[config.mk]
export PLATFORM = sky130hd
export DESIGN_NAME = luma_deblock_edge_filter_top
export DESIGN_NICKNAME = d
export VERILOG_FILES = /design/src/sv/ldf_pkg.sv /design/src/sv/ldf_filt_math.sv /design/src/sv/luma_deblock_edge_filter_top.sv
export SDC_FILE = /design/constraint.sdc
export NUM_CORES = 1
export LEC_CHECK = 0
export BUFFER_PORTS_ARGS = -buffer_cell sky130_fd_sc_hd__buf_4
export CAP_MARGIN = 10
export CORE_ASPECT_RATIO = 2
export CORE_UTILIZATION = 59
export CTS_BUF_LIST = sky130_fd_sc_hd__clkbuf_4
export CTS_CLUSTER_DIAMETER = 50
export DETAILED_ROUTE_END_ITERATION = 16
export GPL_TIMING_DRIVEN = 0
export HOLD_SLACK_MARGIN = 0.12
export PLACE_DENSITY = 0.8
export SKIP_CTS_REPAIR_TIMING = 1
export SYNTH_ARGS = -nofsm -noshare
export SYNTH_HDL_FRONTEND = slang
export SYNTH_SLANG_ARGS = --single-unit
[constraint.sdc]
create_clock -name clk -period 5.23 [get_ports clk]
set_clock_uncertainty 0.1 [all_clocks]
set_input_delay 0.2615 -clock clk [delete_from_list [all_inputs] [get_ports clk]]
set_output_delay 0.2615 -clock clk [all_outputs]
set_load 0.01 [all_outputs]
[src/sv/ldf_pkg.sv]
// ----------------------------------------------------------------------------
// ldf_pkg
// Types, tables and helper functions shared by the luma deblocking edge filter.
// ----------------------------------------------------------------------------
package ldf_pkg;

  localparam int unsigned SAMPLE_W = 8;
  localparam int unsigned QP_W     = 6;
  localparam int unsigned BS_W     = 3;
  localparam int unsigned OFS_W    = 5;
  localparam int unsigned CFG_IDX_W = 1;
  localparam int unsigned TC0_W    = 5;
  localparam int unsigned BETA_W   = 5;

  localparam logic [QP_W-1:0] QP_MAX = 6'd51;

  // configuration register indexes
  localparam logic [CFG_IDX_W-1:0] REG_ALPHA_OFFSET = 1'd0;
  localparam logic [CFG_IDX_W-1:0] REG_BETA_OFFSET  = 1'd1;

  typedef struct packed {
    logic [SAMPLE_W-1:0] p3_in;
    logic [SAMPLE_W-1:0] p2_in;
    logic [SAMPLE_W-1:0] p1_in;
    logic [SAMPLE_W-1:0] p0_in;
    logic [SAMPLE_W-1:0] q0_in;
    logic [SAMPLE_W-1:0] q1_in;
    logic [SAMPLE_W-1:0] q2_in;
    logic [SAMPLE_W-1:0] q3_in;
    logic [BS_W-1:0]     bs;
    logic [QP_W-1:0]     qp;
  } ldf_in_t;

  typedef struct packed {
    logic [SAMPLE_W-1:0] p2_out;
    logic [SAMPLE_W-1:0] p1_out;
    logic [SAMPLE_W-1:0] p0_out;
    logic [SAMPLE_W-1:0] q0_out;
    logic [SAMPLE_W-1:0] q1_out;
    logic [SAMPLE_W-1:0] q2_out;
    logic                filtered;
  } ldf_out_t;

  // candidate values produced ahead of the final clip and select
  typedef struct packed {
    logic signed [8:0]   dp1;  // unclipped p1 correction
    logic signed [8:0]   dq1;  // unclipped q1 correction
    logic signed [8:0]   dlt;  // unclipped edge delta
    logic [SAMPLE_W-1:0] sp0;
    logic [SAMPLE_W-1:0] sp1;
    logic [SAMPLE_W-1:0] sp2;
    logic [SAMPLE_W-1:0] sq0;
    logic [SAMPLE_W-1:0] sq1;
    logic [SAMPLE_W-1:0] sq2;
    logic [SAMPLE_W-1:0] wp0;
    logic [SAMPLE_W-1:0] wq0;
  } ldf_cand_t;

  localparam logic [7:0] ALPHA_TAB [52] = '{
    8'd0, 8'd0, 8'd0, 8'd0, 8'd0, 8'd0, 8'd0, 8'd0,
    8'd0, 8'd0, 8'd0, 8'd0, 8'd0, 8'd0, 8'd0, 8'd0,
    8'd4, 8'd4, 8'd5, 8'd6, 8'd7, 8'd8, 8'd9, 8'd10,
    8'd12, 8'd13, 8'd15, 8'd17, 8'd20, 8'd22, 8'd25, 8'd28,
    8'd32, 8'd36, 8'd40, 8'd45, 8'd50, 8'd56, 8'd63, 8'd71,
    8'd80, 8'd90, 8'd101, 8'd113, 8'd127, 8'd144, 8'd162, 8'd182,
    8'd203, 8'd226, 8'd255, 8'd255
  };

  localparam logic [BETA_W-1:0] BETA_TAB [52] = '{
    5'd0, 5'd0, 5'd0, 5'd0, 5'd0, 5'd0, 5'd0, 5'd0,
    5'd0, 5'd0, 5'd0, 5'd0, 5'd0, 5'd0, 5'd0, 5'd0,
    5'd2, 5'd2, 5'd2, 5'd3, 5'd3, 5'd3, 5'd3, 5'd4,
    5'd4, 5'd4, 5'd6, 5'd6, 5'd7, 5'd7, 5'd8, 5'd8,
    5'd9, 5'd9, 5'd10, 5'd10, 5'd11, 5'd11, 5'd12, 5'd12,
    5'd13, 5'd13, 5'd14, 5'd14, 5'd15, 5'd15, 5'd16, 5'd16,
    5'd17, 5'd17, 5'd18, 5'd18
  };

  localparam logic [TC0_W-1:0] TC0_TAB [52][3] = '{
    '{5'd0, 5'd0, 5'd0}, '{5'd0, 5'd0, 5'd0}, '{5'd0, 5'd0, 5'd0}, '{5'd0, 5'd0, 5'd0},
    '{5'd0, 5'd0, 5'd0}, '{5'd0, 5'd0, 5'd0}, '{5'd0, 5'd0, 5'd0}, '{5'd0, 5'd0, 5'd0},
    '{5'd0, 5'd0, 5'd0}, '{5'd0, 5'd0, 5'd0}, '{5'd0, 5'd0, 5'd0}, '{5'd0, 5'd0, 5'd0},
    '{5'd0, 5'd0, 5'd0}, '{5'd0, 5'd0, 5'd0}, '{5'd0, 5'd0, 5'd0}, '{5'd0, 5'd0, 5'd0},
    '{5'd0, 5'd0, 5'd0}, '{5'd0, 5'd0, 5'd1}, '{5'd0, 5'd0, 5'd1}, '{5'd0, 5'd0, 5'd1},
    '{5'd0, 5'd0, 5'd1}, '{5'd0, 5'd1, 5'd1}, '{5'd0, 5'd1, 5'd1}, '{5'd1, 5'd1, 5'd1},
    '{5'd1, 5'd1, 5'd1}, '{5'd1, 5'd1, 5'd1}, '{5'd1, 5'd1, 5'd1}, '{5'd1, 5'd1, 5'd2},
    '{5'd1, 5'd1, 5'd2}, '{5'd1, 5'd1, 5'd2}, '{5'd1, 5'd1, 5'd2}, '{5'd1, 5'd2, 5'd3},
    '{5'd1, 5'd2, 5'd3}, '{5'd2, 5'd2, 5'd3}, '{5'd2, 5'd2, 5'd4}, '{5'd2, 5'd3, 5'd4},
    '{5'd2, 5'd3, 5'd4}, '{5'd3, 5'd3, 5'd5}, '{5'd3, 5'd4, 5'd6}, '{5'd3, 5'd4, 5'd6},
    '{5'd4, 5'd5, 5'd7}, '{5'd4, 5'd5, 5'd8}, '{5'd4, 5'd6, 5'd9}, '{5'd5, 5'd7, 5'd10},
    '{5'd6, 5'd8, 5'd11}, '{5'd6, 5'd8, 5'd13}, '{5'd7, 5'd10, 5'd14}, '{5'd8, 5'd11, 5'd16},
    '{5'd9, 5'd12, 5'd18}, '{5'd10, 5'd13, 5'd20}, '{5'd11, 5'd15, 5'd23},
    '{5'd13, 5'd17, 5'd25}
  };

  function automatic logic [QP_W-1:0] clip_idx(input logic signed [7:0] s);
    logic [QP_W-1:0] r;
    if (s < 8'sd0) begin
      r = '0;
    end else if (s > $signed({2'b00, QP_MAX})) begin
      r = QP_MAX;
    end else begin
      r = s[QP_W-1:0];
    end
    return r;
  endfunction

  function automatic logic [SAMPLE_W-1:0] abs_diff(input logic [SAMPLE_W-1:0] a,
                                                   input logic [SAMPLE_W-1:0] b);
    return (a > b) ? (a - b) : (b - a);
  endfunction

  // clip a signed value to -lim..lim, lim never negative
  function automatic logic signed [8:0] clip_sym(input logic signed [8:0] v,
                                                 input logic signed [8:0] lim);
    logic signed [8:0] r;
    if (v < -lim) begin
      r = -lim;
    end else if (v > lim) begin
      r = lim;
    end else begin
      r = v;
    end
    return r;
  endfunction

  function automatic logic [SAMPLE_W-1:0] clip_pix(input logic signed [9:0] v);
    logic [SAMPLE_W-1:0] r;
    if (v < 10'sd0) begin
      r = '0;
    end else if (v > 10'sd255) begin
      r = 8'd255;
    end else begin
      r = v[SAMPLE_W-1:0];
    end
    return r;
  endfunction

endpackage

[src/sv/ldf_filt_math.sv]
// ----------------------------------------------------------------------------
// ldf_filt_math
// Candidate arithmetic for the normal and strong luma edge filters.
// ----------------------------------------------------------------------------
module ldf_filt_math import ldf_pkg::*; (
  input  ldf_in_t   smp,
  output ldf_cand_t cand
);

  logic [8:0]         avg_sum;
  logic [7:0]         avg;
  logic signed [9:0]  p1_t;
  logic signed [9:0]  q1_t;
  logic signed [11:0] dlt_t;
  logic [10:0]        so0, so2, sr0, sr2;
  logic [9:0]         so1, sr1, wo0, wr0;

  always_comb begin
    avg_sum = 9'(smp.p0_in) + 9'(smp.q0_in) + 9'd1;
    avg     = avg_sum[8:1];

    p1_t = $signed({2'b00, smp.p2_in}) + $signed({2'b00, avg})
         - $signed({1'b0, smp.p1_in, 1'b0});
    q1_t = $signed({2'b00, smp.q2_in}) + $signed({2'b00, avg})
         - $signed({1'b0, smp.q1_in, 1'b0});

    dlt_t = (($signed({4'b0000, smp.q0_in}) - $signed({4'b0000, smp.p0_in})) <<< 2)
          + $signed({4'b0000, smp.p1_in}) - $signed({4'b0000, smp.q1_in}) + 12'sd4;

    so0 = 11'(smp.p2_in) + (11'(smp.p1_in) << 1) + (11'(smp.p0_in) << 1)
        + (11'(smp.q0_in) << 1) + 11'(smp.q1_in) + 11'd4;
    so1 = 10'(smp.p2_in) + 10'(smp.p1_in) + 10'(smp.p0_in) + 10'(smp.q0_in) + 10'd2;
    so2 = (11'(smp.p3_in) << 1) + 11'(smp.p2_in) + (11'(smp.p2_in) << 1)
        + 11'(smp.p1_in) + 11'(smp.p0_in) + 11'(smp.q0_in) + 11'd4;
    sr0 = 11'(smp.p1_in) + (11'(smp.p0_in) << 1) + (11'(smp.q0_in) << 1)
        + (11'(smp.q1_in) << 1) + 11'(smp.q2_in) + 11'd4;
    sr1 = 10'(smp.p0_in) + 10'(smp.q0_in) + 10'(smp.q1_in) + 10'(smp.q2_in) + 10'd2;
    sr2 = (11'(smp.q3_in) << 1) + 11'(smp.q2_in) + (11'(smp.q2_in) << 1)
        + 11'(smp.q1_in) + 11'(smp.q0_in) + 11'(smp.p0_in) + 11'd4;
    wo0 = (10'(smp.p1_in) << 1) + 10'(smp.p0_in) + 10'(smp.q1_in) + 10'd2;
    wr0 = (10'(smp.q1_in) << 1) + 10'(smp.q0_in) + 10'(smp.p1_in) + 10'd2;

    // dropping low bits of a signed value rounds toward minus infinity
    cand.dp1 = p1_t[9:1];
    cand.dq1 = q1_t[9:1];
    cand.dlt = dlt_t[11:3];
    cand.sp0 = so0[10:3];
    cand.sp1 = so1[9:2];
    cand.sp2 = so2[10:3];
    cand.sq0 = sr0[10:3];
    cand.sq1 = sr1[9:2];
    cand.sq2 = sr2[10:3];
    cand.wp0 = wo0[9:2];
    cand.wq0 = wr0[9:2];
  end

endmodule

[src/sv/luma_deblock_edge_filter_top.sv]
// ----------------------------------------------------------------------------
// luma_deblock_edge_filter_top
// H.264 luma deblocking filter for one line of eight samples across an edge.
// ----------------------------------------------------------------------------
// One line enters per clock unless the pipe is stalled, and its result passes
// four register stages: index clipping, table lookup with sample differences,
// edge decisions with filter arithmetic, and the final clip and select, which
// is also the output register. Each stage holds its item only while the stage
// after it is full and stalled, so gaps in the pipe are filled even while a
// result waits at the output. Offsets are taken as written and should change
// only while the pipe is empty.
module luma_deblock_edge_filter_top import ldf_pkg::*; (
  input  logic                 clk,
  input  logic                 rst_n,
  input  logic                 in_valid,
  output logic                 in_ready,
  input  ldf_in_t              in_data,
  output logic                 out_valid,
  input  logic                 out_ready,
  output ldf_out_t             out_data,
  input  logic                 cfg_valid,
  output logic                 cfg_ready,
  input  logic [CFG_IDX_W-1:0] cfg_index,
  input  logic [OFS_W-1:0]     cfg_wdata
);

  logic signed [OFS_W-1:0] alpha_ofs_r, beta_ofs_r;

  logic rdy2, rdy3, rdy4;
  logic v1_r, v2_r, v3_r, v4_r;

  // stage 1
  ldf_in_t          s1_data_r;
  logic [QP_W-1:0]  ia_r, ib_r, ia_nxt, ib_nxt;
  logic signed [7:0] ia_sum, ib_sum;

  // stage 2
  ldf_in_t           s2_data_r;
  logic [7:0]        alpha_r, alpha_nxt;
  logic [BETA_W-1:0] beta_r, beta_nxt;
  logic [TC0_W-1:0]  tc0_r, tc0_nxt;
  logic [1:0]        tc_col;
  logic [7:0]        ad_p0q0_r, ad_p1p0_r, ad_q1q0_r, ad_p2p0_r, ad_q2q0_r;

  // stage 3
  ldf_in_t          s3_data_r;
  ldf_cand_t        cand, cand_r;
  logic             filt_r, normal_r, ap_r, aq_r, strong_r;
  logic             filt_nxt, ap_nxt, aq_nxt, strong_nxt;
  logic [TC0_W-1:0] tc0_3_r;
  logic [7:0]       beta_ext, strong_thr;

  // stage 4
  ldf_out_t          out_r, out_nxt;
  logic signed [8:0] tc0_s, tc_s, dp1_c, dq1_c, d_c;
  logic signed [9:0] p0_d, q0_d;

  // ---------------------------------------------------------------- config
  assign cfg_ready = 1'b1;

  always_ff @(posedge clk) begin
    if (!rst_n) begin
      alpha_ofs_r <= '0;
      beta_ofs_r  <= '0;
    end else if (cfg_valid && cfg_ready) begin
      unique case (cfg_index)
        REG_ALPHA_OFFSET: alpha_ofs_r <= $signed(cfg_wdata);
        REG_BETA_OFFSET:  beta_ofs_r  <= $signed(cfg_wdata);
        default:          ;
      endcase
    end
  end

  // ---------------------------------------------------------------- flow control
  assign rdy4     = !v4_r || out_ready;
  assign rdy3     = !v3_r || rdy4;
  assign rdy2     = !v2_r || rdy3;
  assign in_ready = !v1_r || rdy2;

  always_ff @(posedge clk) begin
    if (!rst_n) begin
      v1_r <= 1'b0;
      v2_r <= 1'b0;
      v3_r <= 1'b0;
      v4_r <= 1'b0;
    end else begin
      if (in_ready) v1_r <= in_valid;
      if (rdy2)     v2_r <= v1_r;
      if (rdy3)     v3_r <= v2_r;
      if (rdy4)     v4_r <= v3_r;
    end
  end

  // ---------------------------------------------------------------- stage 1
  always_comb begin
    ia_sum = $signed({2'b00, in_data.qp}) + $signed({{3{alpha_ofs_r[OFS_W-1]}}, alpha_ofs_r});
    ib_sum = $signed({2'b00, in_data.qp}) + $signed({{3{beta_ofs_r[OFS_W-1]}}, beta_ofs_r});
    ia_nxt = clip_idx(ia_sum);
    ib_nxt = clip_idx(ib_sum);
  end

  always_ff @(posedge clk) begin
    if (in_ready) begin
      s1_data_r <= in_data;
      ia_r      <= ia_nxt;
      ib_r      <= ib_nxt;
    end
  end

  // ---------------------------------------------------------------- stage 2
  always_comb begin
    unique case (s1_data_r.bs)
      3'd2:    tc_col = 2'd1;
      3'd3:    tc_col = 2'd2;
      default: tc_col = 2'd0;
    endcase
    alpha_nxt = ALPHA_TAB[ia_r];
    beta_nxt  = BETA_TAB[ib_r];
    tc0_nxt   = TC0_TAB[ia_r][tc_col];
  end

  always_ff @(posedge clk) begin
    if (rdy2) begin
      s2_data_r <= s1_data_r;
      alpha_r   <= alpha_nxt;
      beta_r    <= beta_nxt;
      tc0_r     <= tc0_nxt;
      ad_p0q0_r <= abs_diff(s1_data_r.p0_in, s1_data_r.q0_in);
      ad_p1p0_r <= abs_diff(s1_data_r.p1_in, s1_data_r.p0_in);
      ad_q1q0_r <= abs_diff(s1_data_r.q1_in, s1_data_r.q0_in);
      ad_p2p0_r <= abs_diff(s1_data_r.p2_in, s1_data_r.p0_in);
      ad_q2q0_r <= abs_diff(s1_data_r.q2_in, s1_data_r.q0_in);
    end
  end

  // ---------------------------------------------------------------- stage 3
  ldf_filt_math u_math (
    .smp  (s2_data_r),
    .cand (cand)
  );

  always_comb begin
    beta_ext   = {3'b000, beta_r};
    strong_thr = {2'b00, alpha_r[7:2]} + 8'd2;
    filt_nxt   = (s2_data_r.bs != '0) && (ad_p0q0_r < alpha_r)
              && (ad_p1p0_r < beta_ext) && (ad_q1q0_r < beta_ext);
    ap_nxt     = ad_p2p0_r < beta_ext;
    aq_nxt     = ad_q2q0_r < beta_ext;
    strong_nxt = ad_p0q0_r < strong_thr;
  end

  always_ff @(posedge clk) begin
    if (rdy3) begin
      s3_data_r <= s2_data_r;
      cand_r    <= cand;
      filt_r    <= filt_nxt;
      normal_r  <= !s2_data_r.bs[2];
      ap_r      <= ap_nxt;
      aq_r      <= aq_nxt;
      strong_r  <= strong_nxt;
      tc0_3_r   <= tc0_r;
    end
  end

  // ---------------------------------------------------------------- stage 4
  always_comb begin
    tc0_s = $signed({4'b0000, tc0_3_r});
    tc_s  = tc0_s + $signed({8'd0, ap_r}) + $signed({8'd0, aq_r});
    dp1_c = clip_sym(cand_r.dp1, tc0_s);
    dq1_c = clip_sym(cand_r.dq1, tc0_s);
    d_c   = clip_sym(cand_r.dlt, tc_s);
    p0_d  = $signed({2'b00, s3_data_r.p0_in}) + $signed({d_c[8], d_c});
    q0_d  = $signed({2'b00, s3_data_r.q0_in}) - $signed({d_c[8], d_c});

    out_nxt.p2_out   = s3_data_r.p2_in;
    out_nxt.p1_out   = s3_data_r.p1_in;
    out_nxt.p0_out   = s3_data_r.p0_in;
    out_nxt.q0_out   = s3_data_r.q0_in;
    out_nxt.q1_out   = s3_data_r.q1_in;
    out_nxt.q2_out   = s3_data_r.q2_in;
    out_nxt.filtered = filt_r;

    if (filt_r && normal_r) begin
      if (ap_r) out_nxt.p1_out = s3_data_r.p1_in + dp1_c[7:0];
      if (aq_r) out_nxt.q1_out = s3_data_r.q1_in + dq1_c[7:0];
      out_nxt.p0_out = clip_pix(p0_d);
      out_nxt.q0_out = clip_pix(q0_d);
    end else if (filt_r) begin
      if (strong_r && ap_r) begin
        out_nxt.p0_out = cand_r.sp0;
        out_nxt.p1_out = cand_r.sp1;
        out_nxt.p2_out = cand_r.sp2;
      end else begin
        out_nxt.p0_out = cand_r.wp0;
      end
      if (strong_r && aq_r) begin
        out_nxt.q0_out = cand_r.sq0;
        out_nxt.q1_out = cand_r.sq1;
        out_nxt.q2_out = cand_r.sq2;
      end else begin
        out_nxt.q0_out = cand_r.wq0;
      end
    end
  end

  always_ff @(posedge clk) begin
    if (rdy4) begin
      out_r <= out_nxt;
    end
  end

  assign out_valid = v4_r;
  assign out_data  = out_r;

  // ---------------------------------------------------------------- checks
  a_idx_range: assert property (@(posedge clk) disable iff (!rst_n)
    v1_r |-> (ia_r <= QP_MAX) && (ib_r <= QP_MAX))
    else $error("clipped table index above range");

  a_filt_needs_bs: assert property (@(posedge clk) disable iff (!rst_n)
    (v3_r && filt_r) |-> (s3_data_r.bs != '0))
    else $error("line marked filtered with zero strength");

  a_drain_open: assert property (@(posedge clk) disable iff (!rst_n)
    (!out_valid || out_ready) |-> in_ready)
    else $error("input stalled while output side drains");

  a_stage2_hold: assert property (@(posedge clk) disable iff (!rst_n)
    (v2_r && !rdy3) |=> (v2_r && $stable(s2_data_r)))
    else $error("stage 2 item lost during stall");

endmodule
==> reports/metrics.csv, run 1 <==
stage;metric;value;unit
outcome;outcome;finished, violations left;
sta;slew_headroom;39.0;%
critical_path;required;5.69;ns
floorplan;std_cell_rows;118;
cts;clock_tree.buffer_depth;3;
yosys;synthFlopType;edfxtp_1;
sta;worstMarginPinSlew;0.916;ns
detailed_routing;viasPerCell;5.94;
yosys;syn_nets;3427;
yosys;synthCells;2804;
critical_path;path_class;flop to flop;
job;drv_cap;0;
power;powerDensity;526;nW/µm²
floorplan;io_pins;136;
global_routing;first_global_vias;24100;
yosys;seq_area_frac_synth;40.1;%
sta;finalHoldViolCount;0;
yosys;yosysUniqueCellTypes;81;
sta;finalCritPeriodShare;114;%
critical_path;crit_path_start_kind;flop;
detailed_routing;drt_first_pass_iters;6;
placement;dpl_cell_area;32900;µm²
cells_and_area;fin_area;36600;µm²
cts;cts_made_buffers;91;
detailed_routing;postRouteAntennaNets;0;
global_routing;grt_use_total;33.4;%
sta;period_needed;5.94;ns
detailed_routing;first_iter_violations;1296;
floorplan;die_area;53200;µm²
yosys;synthArstFlopShare;0;%
sta;whs;0.142;ns
cells_and_area;nets;3864;
cts;htree_num_levels;3;
yosys;synth-seq-cells;416;
global_routing;grt_first_pass_wirelength;131;mm
yosys;synth_edf_count;402;
sta;clock.fmax;168;MHz
critical_path;cp_max_fo;7;
placement;hpwl;70.0;mm
floorplan;core_area;51700;µm²
cells_and_area;layout-drive-gt1-share;14.0;%
outcome;violations;negative setup slack;
cells_and_area;fin_util;70.9;%
global_routing;overflow;0;
cts;path_clk_slew;0.08;ns
detailed_routing;wire_per_inst;22.7;µm
cts;clkSinkCount;416;
placement;gp_congestion;0.985;
cells_and_area;fillers;3792;
global_routing;antenna_found_initial;2;
critical_path;arrival;6.41;ns
sta;setup_viol;16;
yosys;ys_warn_count;0;
min_path;min_path_type;input pin to flop;
power;p_leak;16.5;nW
critical_path;reg2reg_slack;-0.71;ns
yosys;syn-cell-area;30800;µm²
detailed_routing;drc_errors;0;
sta;grt_setup_unrepaired;yes;
sta;fin_ws;-0.712;ns
detailed_routing;wirelength;90.3;mm
critical_path;cp-end-kind;flop;
power;peakVddDrop;834;µV
placement;portBuffers;134;
floorplan;dieHeight;325;µm
yosys;avgSynthCellArea;11.0;µm²
cts;clockRootBuffer;clkbuf_4;
sta;report.final.slew_viol_count;0;
floorplan;initial_core_util;59.6;%
cts;cts_tree;done;
global_routing;grt_max_degree;103;
critical_path;path_common_cell;ha_4;
floorplan;die_w;164;µm
cts;insertion_delay;0.85;ns
critical_path;cp_slowest_cell;edfxtp_1;
critical_path;critPathMaxStageDelay;0.54;ns
detailed_routing;vias;23600;
cells_and_area;syn2layout_area_growth;19.0;%
critical path, delay by kind of cell (launching register included):
family	cells	cell delay (ns)
AO/OA/AOI/OAI	14	2.47
adder cells (fa/ha/maj)	5	1.48
AND/OR/NAND/NOR	4	0.66
flip-flops	1	0.54
buffers and inverters	3	0.40
path summary, 6_finish.rpt:
kind | from | endpoint | depth (start not counted)
max | ap_r | out_data[21] | 26
min | cfg_wdata[3] | alpha_ofs_r[3] | 4
max reg2reg | ap_r | out_data[21] | 26
min reg2reg | s1_data_r[67] | s2_data_r[67] | 0
placed cells by master, fill, tap and decap left out, types with 19 or more instances in the layout:
cell / Yosys / final
edfxtp_1: 402 / 402
ha_1: 398 / 386
inv_1: 315 / 309
buf_4: 1 / 178
a21oi_1: 182 / 174
nand2_1: 174 / 170
dlygate4sd3_1: 0 / 162
nor2_1: 171 / 161
fa_1: 141 / 140
clkbuf_4: 0 / 119
xnor2_1: 107 / 105
o21ai_0: 119 / 104
a21o_1: 74 / 74
xor2_1: 70 / 69
nor2b_1: 63 / 62
o21a_1: 53 / 51
nand2b_1: 48 / 47
nor3_1: 45 / 43
mux2i_1: 42 / 41
clkbuf_1: 39 / 34
nand3_1: 33 / 33
o21bai_1: 30 / 30
a211oi_1: 24 / 21
clkinv_1: 1 / 19
cell usage after synthesis (39+ instances only):
library cell | count | area share, %
a21o_1 | 74 | 1.8
a21oi_1 | 182 | 3.0
clkbuf_1 | 39 | 0.48
edfxtp_1 | 402 | 39
fa_1 | 141 | 9.2
ha_1 | 398 | 16
inv_1 | 315 | 3.8
mux2i_1 | 42 | 1.4
nand2_1 | 174 | 2.1
nand2b_1 | 48 | 0.98
nor2_1 | 171 | 2.1
nor2b_1 | 63 | 1.3
nor3_1 | 45 | 0.73
o21a_1 | 53 | 1.3
o21ai_0 | 119 | 1.9
xnor2_1 | 107 | 3.0
xor2_1 | 70 | 2.0
per-stage QoR:
stage / power, mW / setup WS (ns) / instances / TNS (ns)
after floorplan: 12.0 / 0.0140 / 2804 / 0
after global placement: 14.2 / -1.19 / 3598 / -111.93
after CTS: 17.6 / -1.36 / 3766 / -19.22
final: 19.3 / -0.712 / 3974 / -9.34
after detailed placement: 14.6 / -1.36 / 3603 / -18.87
after global routing: 20.5 / -0.859 / 3974 / -11.59
report_power, final:
group	internal (mW)	total, mW	leakage [nW]	switching, mW
Combinational	4.97	11.3	11.3	6.33
Clock	1.57	2.93	0.780	1.36
Sequential	4.55	5.06	4.39	0.502
Total	11.1	19.3	16.5	8.19
sequential cells by signal (all words and copies together) (netlist names), 5 cells and up:
name         cells
ad_p0q0_r        8
s1_data_r       67
out_data        49
ib_r             6
alpha_ofs_r      5
s3_data_r       48
tc0_r            5
ia_r             6
cand_r          91
ad_p2p0_r        8
ad_q1q0_r        8
ad_q2q0_r        8
alpha_r          8
ad_p1p0_r        8
beta_ofs_r       5
beta_r           5
s2_data_r       67
tc0_3_r          5
kinds of logic (layout without fill, tap and decap cells):
logic type / Yosys count / after routing / share of synthesized area (%)
multiplexers: 57 / 57 / 2.02
adder cells (fa/ha/maj): 539 / 539 / 25.3
AND/OR/NAND/NOR: 622 / 622 / 9.66
AO/OA/AOI/OAI: 618 / 618 / 13.2
flip-flops: 416 / 416 / 40.1
XOR/XNOR: 177 / 177 / 5.03
buffers and inverters: 374 / 881 / 4.65
other: 1 / 4 / 0.0122
layer usage:
layer	routed length [µm]	part of all wire (%)	up-vias	GRT usage, %
met5	0	0	-	0
met4	9140	10	0	29.0
met3	3680	4.1	401	4.55
met2	48900	54	852	62.7
met1	28600	32	11400	30.5
li1	-	-	10900	-
cell type report:
type	instances	area, µm²	share of cell area, %
sequential	416	12400	33.7
timing repair buffer	347	3130	8.53
tap	660	826	2.25
clock buffer	118	886	2.42
clock inverter	45	453	1.24
buffer	55	243	0.662
inverter	316	1200	3.27
antenna	3	7.51	0.0205
multi-input combinational	2014	17500	47.9
Note: power is estimated with default switching activity, not from simulation.
==> inputs of run 2 (changes only) <==
--- a/config.mk
+++ b/config.mk
@@ -8,13 +8,13 @@
 export BUFFER_PORTS_ARGS = -buffer_cell sky130_fd_sc_hd__buf_4
 export CAP_MARGIN = 10
 export CORE_ASPECT_RATIO = 2
-export CORE_UTILIZATION = 59
-export CTS_BUF_LIST = sky130_fd_sc_hd__clkbuf_4
+export CORE_UTILIZATION = 60
+export CTS_BUF_LIST = sky130_fd_sc_hd__clkbuf_16
 export CTS_CLUSTER_DIAMETER = 50
 export DETAILED_ROUTE_END_ITERATION = 16
 export GPL_TIMING_DRIVEN = 0
 export HOLD_SLACK_MARGIN = 0.12
-export PLACE_DENSITY = 0.8
+export PLACE_DENSITY = 0.78
 export SKIP_CTS_REPAIR_TIMING = 1
 export SYNTH_ARGS = -nofsm -noshare
 export SYNTH_HDL_FRONTEND = slang
==> constraint.sdc (replaced) <==
create_clock -name clk -period 5.8 [get_ports clk]
set_clock_uncertainty 0.1 [all_clocks]
set_input_delay 0.29 -clock clk [delete_from_list [all_inputs] [get_ports clk]]
set_output_delay 0.29 -clock clk [all_outputs]
set_load 0.01 [all_outputs]
==> run 2 against run 1 <==
Effect of this change:
- critical path type unchanged
- via count shrank 4.0%
- first-iteration DRC count increased by 7.8%
- largest cell class unchanged
- the flow now finishes without violations
- die area down 1.7%
- combinational power decreased by 15%
- sequential share of layout area is 1.3 points higher
- power down 14%
- clock-buffer cell count shrank 80
- cell count down 5.3%
- hold slack worse by 0.053 ns
- setup slack improved by 0.71 ns
- clock power fell by 15%
==> reports/metrics.csv, run 2 (synthesis results as in run 1) <==
stage;metric;value;unit
power;power_frac_clock;15.0;%
floorplan;die_area;52300;µm²
placement;hpwl;68.7;mm
critical_path;required;5.98;ns
floorplan;std_cell_rows;117;
cts;path_clk_slew;0.07;ns
sta;whs;0.0888;ns
floorplan;die_w;162;µm
critical_path;reg2reg_slack;0.0009;ns
cells_and_area;diodes;0;
cells_and_area;syn2layout_area_growth;14.5;%
power;swShare;42.7;%
sta;report.final.slew_viol_count;0;
cells_and_area;fin_area;35300;µm²
cts;clkSinkCount;416;
power;p_leak;15.8;nW
detailed_routing;drc_errors;0;
critical_path;arrival;5.98;ns
detailed_routing;drt_first_pass_iters;5;
detailed_routing;first_iter_violations;1397;
floorplan;dieHeight;322;µm
min_path;min_path_type;input pin to flop;
placement;portBuffers;134;
sta;setup_viol;0;
cts;htree_num_levels;2;
critical_path;crit_path_start_kind;flop;
global_routing;first_global_vias;22800;
power;p_switching;7.10;mW
power;powerDensity;472;nW/µm²
placement;gp_congestion;1.02;
critical_path;cp_max_fo;8;
detailed_routing;postRouteAntennaNets;0;
critical_path;r2r-start;aq_r;
power;internal_power;9.54;mW
critical_path;cp_slowest_cell;fa_2;
cells_and_area;fin_util;69.4;%
cts;cts_made_buffers;38;
cells_and_area;reg_top3;cand_r x91, s1_data_r x67, s2_data_r x67;
global_routing;grt_max_degree;82;
sta;finalCritPeriodShare;100;%
cells_and_area;final_common_cell;edfxtp_1;
detailed_routing;wirelength;87.0;mm
cells_and_area;layout-drive-gt1-share;10.6;%
floorplan;initial_core_util;60.6;%
min_path;holdPathStages;4;
sta;tns;0;ns
cts;insertion_delay;0.56;ns
cells_and_area;nets;3704;
power;p_seq_share;27.6;%
critical_path;cp-end-kind;flop;
detailed_routing;wire_per_inst;23.1;µm
cells_and_area;largest_reg_flops;91;
cells_and_area;top_register;cand_r;
global_routing;grt_use_total;33.2;%
sta;worstMarginPinSlew;1.17;ns
min_path;holdCritStartpoint;cfg_index;
sta;grt_setup_unrepaired;yes;
critical_path;path_class;flop to flop;
cells_and_area;final_cell_mix;edfxtp_1, ha_1, inv_1;
critical_path;critPathLaunch;aq_r;
floorplan;io_pins;136;
power;peakVddDrop;804;µV
sta;period_needed;5.80;ns
global_routing;grt_first_pass_wirelength;128;mm
cts;cts_tree;done;
outcome;outcome;finished, final reports clean;
global_routing;overflow;0;
cts;clock_tree.buffer_depth;3;
detailed_routing;viasPerCell;6.02;
critical_path;reg2regPathDepth;27;
global_routing;antenna_found_initial;0;
sta;slew_headroom;21.1;%
sta;finalHoldViolCount;0;
sta;clock.fmax;172;MHz
placement;dpl_cell_area;32800;µm²
job;drv_cap;0;
power;p_comb_share;57.5;%
cts;clockRootBuffer;clkbuf_16;
floorplan;core_area;50800;µm²
critical_path;critPathMaxStageDelay;0.43;ns
detailed_routing;vias;22700;
-- run 2: cell types whose count changed in the layout (fill, tap and decap cells not counted), moves of 7 or more --
cell,previous run,this run
clkinv_1,19,6
dlygate4sd3_1,162,80
clkbuf_16,0,38
o21ai_1,13,6
buf_4,178,152
clkinv_2,13,5
ha_4,11,4
clkbuf_4,119,0
bufinv_16,10,2
o21ai_0,104,112
-- run 2: worst max-delay path, delay by kind of cell (launching register included) --
family / cells / cell delay [ns]
buffers and inverters: 5 / 0.77
AO/OA/AOI/OAI: 11 / 1.92
XOR/XNOR: 1 / 0.13
adder cells (fa/ha/maj): 5 / 1.51
flip-flops: 1 / 0.38
AND/OR/NAND/NOR: 5 / 0.71
-- run 2: path summary, 6_finish.rpt --
check | end
max | out_data[31]
min | beta_ofs_r[1]
max reg2reg | out_data[31]
min reg2reg | s2_data_r[12]
-- run 2: area by class of cell --
type	count	area, µm²
plain buffers	56	241
clock buffers	38	951
clock inverters	29	263
fillers	3727	15500
inverters	316	1190
multi-input cells	2014	17400
flip-flops and latches	416	12400
well taps	654	818
repair buffers	239	2110
-- run 2: power by group through the flow --
stage | combinational, mW | sequential (mW) | clock (mW)
after floorplan | 6.34 | 4.40 | 0
after global placement | 8.12 | 4.60 | 0
after detailed placement | 8.43 | 4.63 | 0
after CTS | 8.52 | 4.56 | 2.52
after global routing | 10.5 | 4.63 | 2.62
final | 9.56 | 4.59 | 2.49
-- run 2: per-layer routing --
metal | up-vias | share of wire, % | global-route usage (%)
met2 | 747 | 54 | 62.9
met4 | 0 | 9.8 | 28.0
met1 | 11100 | 33 | 30.8
met5 | - | 0 | 0
li1 | 10500 | - | -
met3 | 326 | 4.0 | 4.28
-- run 2: through the flow --
| step | total power [mW] | cells | worst slack (ns) |
|---|---|---|---|
| 2_1_floorplan | 10.7 | 2804 | 0.171 |
| 3_3_place_gp | 12.7 | 3592 | -1.20 |
| 3_5_place_dp | 13.1 | 3597 | -1.26 |
| 4_1_cts | 15.6 | 3664 | -1.31 |
| 5_1_grt | 17.8 | 3762 | -0.231 |
| 6_report | 16.6 | 3762 | 0.000949 |
